**config.mk**
```make
export PLATFORM = sky130hd
export DESIGN_NAME = cube_map_face_and_uv_select_top
export DESIGN_NICKNAME = d
export VERILOG_FILES = /design/src/hw/rtl/cmfu_pkg.sv /design/src/hw/rtl/cube_map_face_and_uv_select_top.sv /design/src/hw/rtl/cmfu_major.sv /design/src/hw/rtl/cmfu_prep.sv /design/src/hw/rtl/cmfu_div_step.sv
export SDC_FILE = /design/constraint.sdc
export NUM_CORES = 2
export LEC_CHECK = 0
export BUFFER_PORTS_ARGS = -buffer_cell sky130_fd_sc_hd__buf_4
export CAP_MARGIN = 20
export CORE_MARGIN = 8
export CORE_UTILIZATION = 40
export DETAILED_ROUTE_END_ITERATION = 16
export PLACE_DENSITY = 0.6
export RECOVER_POWER = 25
export SLEW_MARGIN = 20
export SYNTH_ARGS = -nofsm -noshare
export SYNTH_HDL_FRONTEND = slang
export SYNTH_SLANG_ARGS = --single-unit
```
**constraint.sdc**
```tcl
create_clock -name clk_i -period 7.8 [get_ports clk_i]
set_input_delay 1.95 -clock clk_i [delete_from_list [all_inputs] [get_ports clk_i]]
set_output_delay 1.95 -clock clk_i [all_outputs]
set_load 0.05 [all_outputs]
```
**src/hw/rtl/cmfu_pkg.sv**
```systemverilog
`timescale 1ns / 1ps
// ----------------------------------------------------------------------------
// cmfu_pkg
// shared constants and types for the cube-map face and uv select pipeline
// ----------------------------------------------------------------------------
package cmfu_pkg;

  // default direction component width and coordinate fraction bits
  localparam int unsigned DEF_COMP_WIDTH   = 16;
  localparam int unsigned DEF_UV_FRAC_BITS = 16;

  // fixed output field widths
  localparam int unsigned FACE_WIDTH  = 3;
  localparam int unsigned COORD_WIDTH = 16;

  // cube faces in priority order, later member wins a magnitude tie
  typedef enum logic [FACE_WIDTH-1:0] {
    FACE_POS_X = 3'd0,
    FACE_NEG_X = 3'd1,
    FACE_POS_Y = 3'd2,
    FACE_NEG_Y = 3'd3,
    FACE_POS_Z = 3'd4,
    FACE_NEG_Z = 3'd5
  } face_e;

  // per-transaction side info that rides along the pipeline
  typedef struct packed {
    face_e face;
    logic  sat_u;
    logic  sat_v;
    logic  zero;
  } ctrl_t;

endpackage

```
**src/hw/rtl/cube_map_face_and_uv_select_top.sv**
```systemverilog
`timescale 1ns / 1ps
// throughput: one transaction per cycle while the output is not stalled, set by one quotient bit per divider stage
// stages: major-axis select, dividend prep, UV_FRAC_BITS divider steps, output register
// reset: rst_ni clears all valid bits asynchronously, the pipeline comes up empty
// a stalled output holds; earlier stages keep filling bubbles until they back up
// ----------------------------------------------------------------------------
// cube_map_face_and_uv_select_top
// maps a signed direction vector to a cube face and its u/v coordinates
// ----------------------------------------------------------------------------
module cube_map_face_and_uv_select_top #(
  parameter int unsigned COMP_WIDTH   = cmfu_pkg::DEF_COMP_WIDTH,
  parameter int unsigned UV_FRAC_BITS = cmfu_pkg::DEF_UV_FRAC_BITS
) (
  input  logic                                 clk_i,
  input  logic                                 rst_ni,
  // input channel
  input  logic                                 in_valid_i,
  output logic                                 in_ready_o,
  input  logic signed [COMP_WIDTH-1:0]         dir_x_i,
  input  logic signed [COMP_WIDTH-1:0]         dir_y_i,
  input  logic signed [COMP_WIDTH-1:0]         dir_z_i,
  // output channel
  output logic                                 out_valid_o,
  input  logic                                 out_ready_i,
  output logic [cmfu_pkg::FACE_WIDTH-1:0]      face_o,
  output logic [cmfu_pkg::COORD_WIDTH-1:0]     coord_u_o,
  output logic [cmfu_pkg::COORD_WIDTH-1:0]     coord_v_o,
  output logic                                 zero_direction_o
);

  localparam int unsigned CW = cmfu_pkg::COORD_WIDTH;
  localparam int unsigned NS = UV_FRAC_BITS;

  // major-axis stage to prep stage
  logic                       maj_valid, maj_ready;
  cmfu_pkg::ctrl_t            maj_ctrl;
  logic signed [COMP_WIDTH:0] maj_uc, maj_vc;
  logic [COMP_WIDTH-1:0]      maj_mag;

  // divider chain, index 0 is the prep stage output, index NS the last step
  logic                       st_valid [NS+1];
  logic                       st_ready [NS+1];
  cmfu_pkg::ctrl_t            st_ctrl  [NS+1];
  logic [COMP_WIDTH:0]        st_den   [NS+1];
  logic [COMP_WIDTH:0]        st_rem_u [NS+1];
  logic [COMP_WIDTH:0]        st_rem_v [NS+1];
  logic [NS-1:0]              st_quo_u [NS+1];
  logic [NS-1:0]              st_quo_v [NS+1];

  // output register
  logic                       out_valid_q;
  logic                       out_load;
  cmfu_pkg::ctrl_t            last_ctrl;
  logic [CW-1:0]              q_u_fit, q_v_fit, sat_fit;
  logic [cmfu_pkg::FACE_WIDTH-1:0] face_d, face_q;
  logic [CW-1:0]              coord_u_d, coord_u_q, coord_v_d, coord_v_q;
  logic                       zero_q;

  // stage 1: pick the major axis and the face
  cmfu_major #(
    .COMP_WIDTH (COMP_WIDTH)
  ) u_major (
    .clk_i   (clk_i),
    .rst_ni  (rst_ni),
    .valid_i (in_valid_i),
    .ready_o (in_ready_o),
    .dir_x_i (dir_x_i),
    .dir_y_i (dir_y_i),
    .dir_z_i (dir_z_i),
    .valid_o (maj_valid),
    .ready_i (maj_ready),
    .ctrl_o  (maj_ctrl),
    .uc_o    (maj_uc),
    .vc_o    (maj_vc),
    .mag_o   (maj_mag)
  );

  // stage 2: (c + m) and 2m, saturation when the coordinate reaches one
  cmfu_prep #(
    .COMP_WIDTH   (COMP_WIDTH),
    .UV_FRAC_BITS (UV_FRAC_BITS)
  ) u_prep (
    .clk_i   (clk_i),
    .rst_ni  (rst_ni),
    .valid_i (maj_valid),
    .ready_o (maj_ready),
    .ctrl_i  (maj_ctrl),
    .uc_i    (maj_uc),
    .vc_i    (maj_vc),
    .mag_i   (maj_mag),
    .valid_o (st_valid[0]),
    .ready_i (st_ready[0]),
    .ctrl_o  (st_ctrl[0]),
    .den_o   (st_den[0]),
    .rem_u_o (st_rem_u[0]),
    .rem_v_o (st_rem_v[0]),
    .quo_u_o (st_quo_u[0]),
    .quo_v_o (st_quo_v[0])
  );

  // stages 3 .. NS+2: restoring divider, msb of the fraction first
  for (genvar i = 0; i < NS; i++) begin : g_div
    cmfu_div_step #(
      .COMP_WIDTH   (COMP_WIDTH),
      .UV_FRAC_BITS (UV_FRAC_BITS)
    ) u_step (
      .clk_i   (clk_i),
      .rst_ni  (rst_ni),
      .valid_i (st_valid[i]),
      .ready_o (st_ready[i]),
      .ctrl_i  (st_ctrl[i]),
      .den_i   (st_den[i]),
      .rem_u_i (st_rem_u[i]),
      .rem_v_i (st_rem_v[i]),
      .quo_u_i (st_quo_u[i]),
      .quo_v_i (st_quo_v[i]),
      .valid_o (st_valid[i+1]),
      .ready_i (st_ready[i+1]),
      .ctrl_o  (st_ctrl[i+1]),
      .den_o   (st_den[i+1]),
      .rem_u_o (st_rem_u[i+1]),
      .rem_v_o (st_rem_v[i+1]),
      .quo_u_o (st_quo_u[i+1]),
      .quo_v_o (st_quo_v[i+1])
    );
  end

  // last stage sees the output register as its downstream
  assign st_ready[NS] = !out_valid_q || out_ready_i;
  assign out_load     = st_ready[NS] && st_valid[NS];
  assign last_ctrl    = st_ctrl[NS];

  // fit the fraction to the 16-bit coordinate fields
  if (NS >= CW) begin : g_fit_trunc
    assign q_u_fit = st_quo_u[NS][CW-1:0];
    assign q_v_fit = st_quo_v[NS][CW-1:0];
    assign sat_fit = {CW{1'b1}};
  end else begin : g_fit_ext
    assign q_u_fit = CW'(st_quo_u[NS]);
    assign q_v_fit = CW'(st_quo_v[NS]);
    assign sat_fit = CW'({NS{1'b1}});
  end

  // zero vector wins over everything, then saturation, then the quotient
  always_comb begin
    face_d    = last_ctrl.face;
    coord_u_d = last_ctrl.sat_u ? sat_fit : q_u_fit;
    coord_v_d = last_ctrl.sat_v ? sat_fit : q_v_fit;
    if (last_ctrl.zero) begin
      face_d    = cmfu_pkg::FACE_NEG_Z;
      coord_u_d = '0;
      coord_v_d = '0;
    end
  end

  always_ff @(posedge clk_i or negedge rst_ni) begin
    if (!rst_ni) begin
      out_valid_q <= 1'b0;
    end else if (st_ready[NS]) begin
      out_valid_q <= st_valid[NS];
    end
  end

  always_ff @(posedge clk_i) begin
    if (out_load) begin
      face_q    <= face_d;
      coord_u_q <= coord_u_d;
      coord_v_q <= coord_v_d;
      zero_q    <= last_ctrl.zero;
    end
  end

  assign out_valid_o      = out_valid_q;
  assign face_o           = face_q;
  assign coord_u_o        = coord_u_q;
  assign coord_v_o        = coord_v_q;
  assign zero_direction_o = zero_q;

endmodule

```
**src/hw/rtl/cmfu_major.sv**
```systemverilog
`timescale 1ns / 1ps
// ----------------------------------------------------------------------------
// cmfu_major
// major-axis select: magnitudes, face choice and in-plane components
// ----------------------------------------------------------------------------
module cmfu_major #(
  parameter int unsigned COMP_WIDTH = cmfu_pkg::DEF_COMP_WIDTH
) (
  input  logic                         clk_i,
  input  logic                         rst_ni,
  input  logic                         valid_i,
  output logic                         ready_o,
  input  logic signed [COMP_WIDTH-1:0] dir_x_i,
  input  logic signed [COMP_WIDTH-1:0] dir_y_i,
  input  logic signed [COMP_WIDTH-1:0] dir_z_i,
  output logic                         valid_o,
  input  logic                         ready_i,
  output cmfu_pkg::ctrl_t              ctrl_o,
  output logic signed [COMP_WIDTH:0]   uc_o,
  output logic signed [COMP_WIDTH:0]   vc_o,
  output logic [COMP_WIDTH-1:0]        mag_o
);

  logic signed [COMP_WIDTH:0] x_ext, y_ext, z_ext;
  logic signed [COMP_WIDTH:0] x_abs, y_abs, z_abs;
  logic [COMP_WIDTH-1:0]      ax, ay, az;
  logic                       x_major, y_major, z_major;

  logic                       valid_q;
  cmfu_pkg::ctrl_t            ctrl_d, ctrl_q;
  logic signed [COMP_WIDTH:0] uc_d, uc_q, vc_d, vc_q;
  logic [COMP_WIDTH-1:0]      mag_d, mag_q;

  // one extra bit so the most negative component negates exactly
  assign x_ext = {dir_x_i[COMP_WIDTH-1], dir_x_i};
  assign y_ext = {dir_y_i[COMP_WIDTH-1], dir_y_i};
  assign z_ext = {dir_z_i[COMP_WIDTH-1], dir_z_i};

  assign x_abs = x_ext[COMP_WIDTH] ? -x_ext : x_ext;
  assign y_abs = y_ext[COMP_WIDTH] ? -y_ext : y_ext;
  assign z_abs = z_ext[COMP_WIDTH] ? -z_ext : z_ext;

  assign ax = x_abs[COMP_WIDTH-1:0];
  assign ay = y_abs[COMP_WIDTH-1:0];
  assign az = z_abs[COMP_WIDTH-1:0];

  assign x_major = (ax >= ay) && (ax >= az);
  assign y_major = (ay >= ax) && (ay >= az);
  assign z_major = (az >= ax) && (az >= ay);

  always_comb begin
    ctrl_d       = '0;
    ctrl_d.zero  = (dir_x_i == '0) && (dir_y_i == '0) && (dir_z_i == '0);
    uc_d         = x_ext;
    vc_d         = y_ext;
    mag_d        = ax;
    ctrl_d.face  = cmfu_pkg::FACE_POS_X;
    // z beats y beats x on ties
    if (z_major) begin
      mag_d = az;
      vc_d  = y_ext;
      if (z_ext > 0) begin
        uc_d        = x_ext;
        ctrl_d.face = cmfu_pkg::FACE_POS_Z;
      end else begin
        uc_d        = -x_ext;
        ctrl_d.face = cmfu_pkg::FACE_NEG_Z;
      end
    end else if (y_major) begin
      mag_d = ay;
      uc_d  = x_ext;
      if (y_ext > 0) begin
        vc_d        = -z_ext;
        ctrl_d.face = cmfu_pkg::FACE_POS_Y;
      end else begin
        vc_d        = z_ext;
        ctrl_d.face = cmfu_pkg::FACE_NEG_Y;
      end
    end else if (x_major) begin
      mag_d = ax;
      vc_d  = y_ext;
      if (x_ext > 0) begin
        uc_d        = -z_ext;
        ctrl_d.face = cmfu_pkg::FACE_POS_X;
      end else begin
        uc_d        = z_ext;
        ctrl_d.face = cmfu_pkg::FACE_NEG_X;
      end
    end
  end

  assign ready_o = !valid_q || ready_i;

  always_ff @(posedge clk_i or negedge rst_ni) begin
    if (!rst_ni) begin
      valid_q <= 1'b0;
    end else if (ready_o) begin
      valid_q <= valid_i;
    end
  end

  always_ff @(posedge clk_i) begin
    if (ready_o && valid_i) begin
      ctrl_q <= ctrl_d;
      uc_q   <= uc_d;
      vc_q   <= vc_d;
      mag_q  <= mag_d;
    end
  end

  assign valid_o = valid_q;
  assign ctrl_o  = ctrl_q;
  assign uc_o    = uc_q;
  assign vc_o    = vc_q;
  assign mag_o   = mag_q;

endmodule

```
**src/hw/rtl/cmfu_prep.sv**
```systemverilog
`timescale 1ns / 1ps
// ----------------------------------------------------------------------------
// cmfu_prep
// builds dividend and divisor for both coordinates, flags saturation
// ----------------------------------------------------------------------------
module cmfu_prep #(
  parameter int unsigned COMP_WIDTH   = cmfu_pkg::DEF_COMP_WIDTH,
  parameter int unsigned UV_FRAC_BITS = cmfu_pkg::DEF_UV_FRAC_BITS
) (
  input  logic                         clk_i,
  input  logic                         rst_ni,
  input  logic                         valid_i,
  output logic                         ready_o,
  input  cmfu_pkg::ctrl_t              ctrl_i,
  input  logic signed [COMP_WIDTH:0]   uc_i,
  input  logic signed [COMP_WIDTH:0]   vc_i,
  input  logic [COMP_WIDTH-1:0]        mag_i,
  output logic                         valid_o,
  input  logic                         ready_i,
  output cmfu_pkg::ctrl_t              ctrl_o,
  output logic [COMP_WIDTH:0]          den_o,
  output logic [COMP_WIDTH:0]          rem_u_o,
  output logic [COMP_WIDTH:0]          rem_v_o,
  output logic [UV_FRAC_BITS-1:0]      quo_u_o,
  output logic [UV_FRAC_BITS-1:0]      quo_v_o
);

  logic signed [COMP_WIDTH+1:0] mag_s, num_u_s, num_v_s;
  logic [COMP_WIDTH:0]          num_u, num_v, den;

  logic                         valid_q;
  cmfu_pkg::ctrl_t              ctrl_d, ctrl_q;
  logic [COMP_WIDTH:0]          den_q, rem_u_q, rem_v_q;

  assign mag_s   = {2'b00, mag_i};
  // c + m lies in 0..2m
  assign num_u_s = {uc_i[COMP_WIDTH], uc_i} + mag_s;
  assign num_v_s = {vc_i[COMP_WIDTH], vc_i} + mag_s;
  assign num_u   = num_u_s[COMP_WIDTH:0];
  assign num_v   = num_v_s[COMP_WIDTH:0];
  assign den     = {mag_i, 1'b0};

  always_comb begin
    ctrl_d       = ctrl_i;
    ctrl_d.sat_u = (num_u >= den);
    ctrl_d.sat_v = (num_v >= den);
  end

  assign ready_o = !valid_q || ready_i;

  always_ff @(posedge clk_i or negedge rst_ni) begin
    if (!rst_ni) begin
      valid_q <= 1'b0;
    end else if (ready_o) begin
      valid_q <= valid_i;
    end
  end

  always_ff @(posedge clk_i) begin
    if (ready_o && valid_i) begin
      ctrl_q  <= ctrl_d;
      den_q   <= den;
      rem_u_q <= num_u;
      rem_v_q <= num_v;
    end
  end

  assign valid_o = valid_q;
  assign ctrl_o  = ctrl_q;
  assign den_o   = den_q;
  assign rem_u_o = rem_u_q;
  assign rem_v_o = rem_v_q;
  assign quo_u_o = '0;
  assign quo_v_o = '0;

endmodule

```
**src/hw/rtl/cmfu_div_step.sv**
```systemverilog
`timescale 1ns / 1ps
// ----------------------------------------------------------------------------
// cmfu_div_step
// one restoring division step for u and v, one quotient bit each
// ----------------------------------------------------------------------------
module cmfu_div_step #(
  parameter int unsigned COMP_WIDTH   = cmfu_pkg::DEF_COMP_WIDTH,
  parameter int unsigned UV_FRAC_BITS = cmfu_pkg::DEF_UV_FRAC_BITS
) (
  input  logic                    clk_i,
  input  logic                    rst_ni,
  input  logic                    valid_i,
  output logic                    ready_o,
  input  cmfu_pkg::ctrl_t         ctrl_i,
  input  logic [COMP_WIDTH:0]     den_i,
  input  logic [COMP_WIDTH:0]     rem_u_i,
  input  logic [COMP_WIDTH:0]     rem_v_i,
  input  logic [UV_FRAC_BITS-1:0] quo_u_i,
  input  logic [UV_FRAC_BITS-1:0] quo_v_i,
  output logic                    valid_o,
  input  logic                    ready_i,
  output cmfu_pkg::ctrl_t         ctrl_o,
  output logic [COMP_WIDTH:0]     den_o,
  output logic [COMP_WIDTH:0]     rem_u_o,
  output logic [COMP_WIDTH:0]     rem_v_o,
  output logic [UV_FRAC_BITS-1:0] quo_u_o,
  output logic [UV_FRAC_BITS-1:0] quo_v_o
);

  logic [COMP_WIDTH+1:0]   sh_u, sh_v, den_ext, diff_u, diff_v;
  logic                    bit_u, bit_v;

  logic                    valid_q;
  cmfu_pkg::ctrl_t         ctrl_q;
  logic [COMP_WIDTH:0]     den_q, rem_u_d, rem_u_q, rem_v_d, rem_v_q;
  logic [UV_FRAC_BITS-1:0] quo_u_d, quo_u_q, quo_v_d, quo_v_q;

  assign sh_u    = {rem_u_i, 1'b0};
  assign sh_v    = {rem_v_i, 1'b0};
  assign den_ext = {1'b0, den_i};
  assign diff_u  = sh_u - den_ext;
  assign diff_v  = sh_v - den_ext;
  assign bit_u   = (sh_u >= den_ext);
  assign bit_v   = (sh_v >= den_ext);

  assign rem_u_d = bit_u ? diff_u[COMP_WIDTH:0] : sh_u[COMP_WIDTH:0];
  assign rem_v_d = bit_v ? diff_v[COMP_WIDTH:0] : sh_v[COMP_WIDTH:0];
  assign quo_u_d = {quo_u_i[UV_FRAC_BITS-2:0], bit_u};
  assign quo_v_d = {quo_v_i[UV_FRAC_BITS-2:0], bit_v};

  assign ready_o = !valid_q || ready_i;

  always_ff @(posedge clk_i or negedge rst_ni) begin
    if (!rst_ni) begin
      valid_q <= 1'b0;
    end else if (ready_o) begin
      valid_q <= valid_i;
    end
  end

  always_ff @(posedge clk_i) begin
    if (ready_o && valid_i) begin
      ctrl_q  <= ctrl_i;
      den_q   <= den_i;
      rem_u_q <= rem_u_d;
      rem_v_q <= rem_v_d;
      quo_u_q <= quo_u_d;
      quo_v_q <= quo_v_d;
    end
  end

  assign valid_o = valid_q;
  assign ctrl_o  = ctrl_q;
  assign den_o   = den_q;
  assign rem_u_o = rem_u_q;
  assign rem_v_o = rem_v_q;
  assign quo_u_o = quo_u_q;
  assign quo_v_o = quo_v_q;

endmodule
```
* Yosys cells after proc, flatten, opt, wreduce, memory -nomap -nowiden
Index checks and enable logic that the tools add are counted.
** Storage, ports and cells
- Register bits after elaboration :: 1283
- Bits of input ports :: 52
- Output and inout bits :: 38
- Logic and storage cells :: 400
** Cells by class
- $add $sub $neg :: 35
- $lt $le $gt $ge :: 43
- Mux-type cells :: 51
- Reductions and logical operators :: 65
** Operators by type and width (number)
- 17-bit 2-to-1 mux :: 38
- 18-bit by 17-bit >= comparator with 1-bit output :: 32
- 17-bit subtractor :: 30
- 16-bit 2-to-1 mux :: 7
- 16-bit >= comparator :: 6
- 16-bit by 1-bit > comparator with 1-bit output (second input constant) :: 3
- 16-bit zero test :: 3
- 17-bit adder :: 2
- 17-bit >= comparator :: 2
- 16-bit negator with 17-bit output :: 2
- 1-bit logical AND :: 24
- 1-bit zero test :: 19
- 1-bit logical OR :: 19
- 16-bit negator :: 1
- 3-bit 2-to-1 mux :: 3
- 1-bit 2-to-1 mux :: 3

* Logic depth before layout (Yosys ltp)
- Depth after elaboration :: 21
- Depth in mapped cells :: 21
- Gate-level depth less buffers :: 18

* By module
From an unflattened synthesis, not the netlist that was laid out.
** Unflattened totals
- Cells, all modules :: 7483
- Area, all modules :: 91471.5 µm²
** By module, submodules not included
- cmfu_div_step at g_div[0].u_step ... :: instances 15, cells each 398, area an instance 5023.6 µm²
- cmfu_major :: instances 1, cells each 627, area an instance 5616.6 µm²
- cmfu_div_step at g_div[2].u_step :: instances 1, cells each 388, area an instance 4883.4 µm²
- cmfu_prep :: instances 1, cells each 383, area an instance 4127.7 µm²
- cube_map_face_and_uv_select_top :: instances 1, cells each 115, area an instance 1490.2 µm²

* Least setup slack after synthesis
No wires, ideal clock.
- Kind :: input -> register
- Start :: input out_ready_i
- End :: register u_prep.ctrl_q (netlist bit u_prep.ctrl_o[0]) (enable)
- Library setup time :: 556 ps
- Arrival time :: 6652 ps
- Required time :: 7244 ps
- Slack :: 592 ps
- Cell stages on the path :: 7
- Cells stage by stage :: nand4b_1 > nor2_1 > nand2_1 > nor3_1 > nand3_1 > nor2_1 > a21boi_0
** Between the ends
- Word-level cells in the longest chain between the ends :: 19
** RTL lines
- start, declared :: line cube_map_face_and_uv_select_top.sv:24 : input logic out_ready_i,
- 1-bit logical OR :: line cube_map_face_and_uv_select_top.sv:129 : assign st_ready[NS] = !out_valid_q || out_ready_i;
- 1-bit logical OR (16 in a row) :: line cmfu_div_step.sv:51 : assign ready_o = !valid_q || ready_i;
- 1-bit logical OR :: line cmfu_prep.sv:49 : assign ready_o = !valid_q || ready_i;
- 1-bit logical AND :: line cmfu_prep.sv:60 : if (ready_o && valid_i) begin
- end signal, assigned :: line cmfu_prep.sv:61 : ctrl_q <= ctrl_d;
- end, declared :: line cmfu_prep.sv:32 : cmfu_pkg::ctrl_t ctrl_d, ctrl_q;
Every way passes these cells.
A chain may end at the register's enable or synchronous reset.

* Worst setup path after layout
- Start :: input dir_x_i[1]
- End :: register u_major.uc_q[7] (netlist: u_major.uc_o[7]) (data pin)
** Between the ends
- Word-level cells in the longest chain between the ends :: 7
- Elaborated cells between the ends (all ways) :: 15
- Those cells by class :: 1 x add/sub; 5 x order compare; 6 x mux; 3 x reduce/logical
** RTL lines
- start, declared :: line cube_map_face_and_uv_select_top.sv:19 : input logic signed [COMP_WIDTH-1:0] dir_x_i,
- 16-bit negator with 17-bit output :: line cmfu_major.sv:66 : uc_d = -x_ext;
- 16-bit 2-to-1 mux :: line cmfu_major.sv:39 : assign x_abs = x_ext[COMP_WIDTH] ? -x_ext : x_ext;
- 16-bit >= comparator :: line cmfu_major.sv:47 : assign x_major = (ax >= ay) && (ax >= az);
- 1-bit logical AND :: line cmfu_major.sv:47
- 17-bit 2-to-1 mux :: line cmfu_major.sv:79 : end else if (x_major) begin
- 17-bit 2-to-1 mux :: line cmfu_major.sv:69 : end else if (y_major) begin
- 17-bit 2-to-1 mux (*) :: line cmfu_major.sv:59 : if (z_major) begin
- net u_major.uc_d[7] :: line cmfu_major.sv:31 : logic signed [COMP_WIDTH:0] uc_d, uc_q, vc_d, vc_q;
- end signal, assigned :: line cmfu_major.sv:105 : uc_q <= uc_d;
- end, declared :: line cmfu_major.sv:31
The timed path passes the listed nets; every way through them passes the cells marked *.

==> summary.md <==
| Metric | Value |
|---|---|
| Failing checks | max-capacitance violations, max-slew violations |
| Antenna viol nets, final | 0 |
| HP Class | register to register |
| # nets final | 7093 |
| Synth top area cells | edfxtp_1, ha_1, a21oi_1, xnor2_1, nor2_1 |
| Post-synth EDFFs | 1234 |
| Resized cells post-CTS | 0 |
| Via Count | 47900 |
| Total gr overflow | 0 |
| HPWL after DPL | 142000 µm |
| Fraction of layout cells with a size suffix above 1 | 0.0900 |
| Most frequent cells in the layout | edfxtp_1, ha_1, a21oi_1, nor2_1, inv_1 |
| Core box area | 178000 µm² |
| Reg2reg path depth | 16 |
| Slowest stage cell, crit path | or3b_2 |
| H-tree depth | 4 |
| Postcts setup bufs | 0 |
| Average cell area after synthesis | 11.4 µm² |
| Post-Syn Area | 71200 µm² |
| Arrival @ worst endpoint | 7.20 ns |
| Most common cell on crit path | or3_4 |
| TritonCTS buffer count | 143 |
| PD cells | 454 nW/µm² |
| Worst vdd ir | 0.255 mV |
| Global-route usage over all layers | 0.185 |
| Clock skew | 0.0331 ns |
| Iteration-0 DRC count of the detailed router | 3624 |
| Number of hold buffers added after cts | 0 |
| CP bufs+invs | 4 |
| Routed WL per cell | 20.7 µm |
| Met1 usage | 0.242 |
| Port Buffer Count | 89 |
| Detailed Routing Iterations Pass 1 | 6 |
| Synth top area share | 0.521 |
| First-pass GRT wire length | 277000 µm |
| Global Route met3 Usage | 0.0239 |
| Status | finished, violations left |
| Die area | 192000 µm² |
| Final setup viols | 0 |
| Top Family by Delay on Critical Path | simple AND/OR/NAND/NOR gates |
| Worst-margin pin slew | 2.64 ns |
| Clock latency on the worst-skew pair | 0.78 ns |
| Minimum clock period | 6.60 ns |
| FMAX | 0.152 GHz |
| Synth area leader | edfxtp_1 |
| Die width | 438 µm |
| Slew margin rel. | -0.762 |
| CTS Root Cell | clkbuf_16 |
| Clk sinks | 1253 |
| Slew Limit Fails | 37 |
| Gate count of the mapped netlist | 6226 |
| Crit-path max cell delay | 0.45 ns |
| Residual DRC count | 0 |
| Clock-pin slew on the worst setup and hold paths | 0.06 ns |
| Initial antenna violation count | 2 |
| Critical path launch point type | primary input |
| Unrepaired setup endpoints after global routing | false |
| WP depth | 20 |
| Hold Fails Final Rpt | 0 |
| Lkg Pwr | 31.7 nW |
| CP required | 8.40 ns |
| I/O Pins | 90 |
| CP Capture Type | register |
| Vias in the first global route | 46400 |
| Final period util | 0.846 |
| Met2 Use GR | 0.324 |
| Commonest non-fill, non-tap cell in the layout | edfxtp_1 |
| Vias/cell | 5.41 |
| Worst path cell trace | buf_4 -> inv_1 -> ha_1 -> or3b_4 -> or3_4 -> or3_4 -> or3_4 -> and2_2 -> xnor2_1 -> inv_1 -> ha_1 -> nand4_1 -> a31oi_1 -> a211oi_1 -> a21oi_1 -> nor2b_2 -> buf_4 -> o21ai_0 -> or3b_2 -> a21oi_1 |
| Largest net degree at the start of global routing | 71 |
| Top FF cell, synth | edfxtp_1 |
| Initial Utilization | 0.401 |
| Yosys reg bits | 1253 |
| Most Crowded Layer GR | met2 |
| Critical path type | primary input to register |
| Syn nets | 6939 |
| CTS tree | built |
| Async SR Flop Fraction | 0.0152 |
| Sequential area share after synthesis | 0.527 |
| Count of cell types in the netlist | 73 |
| Yosys synthesis warning count | 0 |
| Final WL | 183000 µm |
| Clock buffer depth | 3 |
| # Max-Cap Violations | 1 |
| Placer congestion estimate | 0.908 |
| Rows | 155 |
| Crit-path max FO | 8 |
| Power, Total | 36.1 mW |
| Area growth, synth to finish | 11.9% |
| Hold path depth | 0 |
| Die Span Y | 438 µm |
| Setup_tns | 0 ns |
cells in the mapped netlist (26+ instances only):
| master | n |
|---|---|
| or2_2 | 48 |
| nor3_1 | 155 |
| o31a_1 | 31 |
| a21oi_1 | 564 |
| nand3_1 | 125 |
| xnor2_1 | 259 |
| xor2_1 | 180 |
| a21o_1 | 192 |
| nand2b_1 | 55 |
| nand2_1 | 247 |
| a31oi_1 | 74 |
| nor4_1 | 35 |
| fa_1 | 32 |
| nor2_1 | 559 |
| or3_1 | 74 |
| a211oi_1 | 29 |
| mux2_2 | 141 |
| nand4_1 | 102 |
| ha_1 | 629 |
| o21ai_0 | 251 |
| o21a_1 | 95 |
| edfxtp_1 | 1234 |
| o2111ai_1 | 26 |
| nor2b_1 | 89 |
| and2_1 | 67 |
| clkbuf_1 | 111 |
| inv_1 | 484 |
cell type report:
cell class                 count  area [µm²]
antenna                        1        2.50
timing repair buffer         133        1020
tap                         2355        2950
clock buffer                 174        3700
clock inverter                89        1170
multi-input combinational   4365       31500
fill                       16400       98000
sequential                  1253       37500
inverter                     484        1820
metrics by stage:
stage / utilization / cells / cell area, µm² / hold WS (ns) / worst slack [ns]
floorplan: - / 6226 / 71200 / 0.400 / 0.592
global placement: 0.421 / 8590 / 74800 / 0.400 / 0.429
detailed placement: 0.421 / 8590 / 74800 / 0.405 / 0.452
CTS: 0.449 / 8853 / 79700 / 0.405 / 1.27
global route: 0.448 / 8853 / 79700 / 0.416 / 1.02
finish: 0.449 / 8854 / 79700 / 0.409 / 1.20
cells by family after synthesis:
kind of cell | count (synthesis) | share of synthesized area
simple gates | 1620 | 0.111
compound gates | 1489 | 0.132
flops | 1253 | 0.527
fa+ha+maj | 661 | 0.120
buf+inv | 608 | 0.0321
xor+xnor | 439 | 0.0540
mux | 156 | 0.0244
worst paths after layout:
check,startpoint,to,slack [ns]
min in group asynchronous,rst_ni,out_valid_o,1.45
max in group asynchronous,rst_ni,u_prep.valid_o,5.56
hold / removal,g_div[10].u_step.ctrl_o[0],g_div[11].u_step.ctrl_o[0],0.41
hold reg to reg,g_div[10].u_step.ctrl_o[0],g_div[11].u_step.ctrl_o[0],0.41
setup reg to reg,u_major.mag_o[0],u_prep.ctrl_o[2],2.91
setup / recovery,dir_x_i[1],u_major.uc_o[7],1.20
power by group:
group          internal, mW  total, mW  leakage (nW)  switching, mW
logic                  7.05       16.8          17.2           9.79
clock network          4.03       6.91          2.35           2.88
registers              10.9       12.4          12.2           1.49
total                  22.0       36.1          31.7           14.2
per-layer routing:
metal | vias to the layer above | part of all wire
li1 | 23500 | -
met1 | 23100 | 0.44
met2 | 1117 | 0.49
met3 | 239 | 0.043
met4 | 0 | 0.026
met5 | - | 0
flip-flops by register name, summed over array words and instances (netlist names), 3 cells and up:
signal and count:
u_prep.ctrl_o 6, g_div.u_step.den_o 240, u_major.mag_o 16, u_prep.rem_v_o 17, g_div.u_step.quo_v_o 136, u_major.vc_o 17, face_o 3, g_div.u_step.ctrl_o 96
u_prep.rem_u_o 17, u_major.uc_o 17, g_div.u_step.rem_u_o 240, g_div.u_step.quo_u_o 136, u_major.ctrl_o 4, coord_v_o 16, g_div.u_step.rem_v_o 240, u_prep.den_o 16
coord_u_o 16, g_div.u_step.valid_o 16
Note: power is estimated with default switching activity, not from simulation.
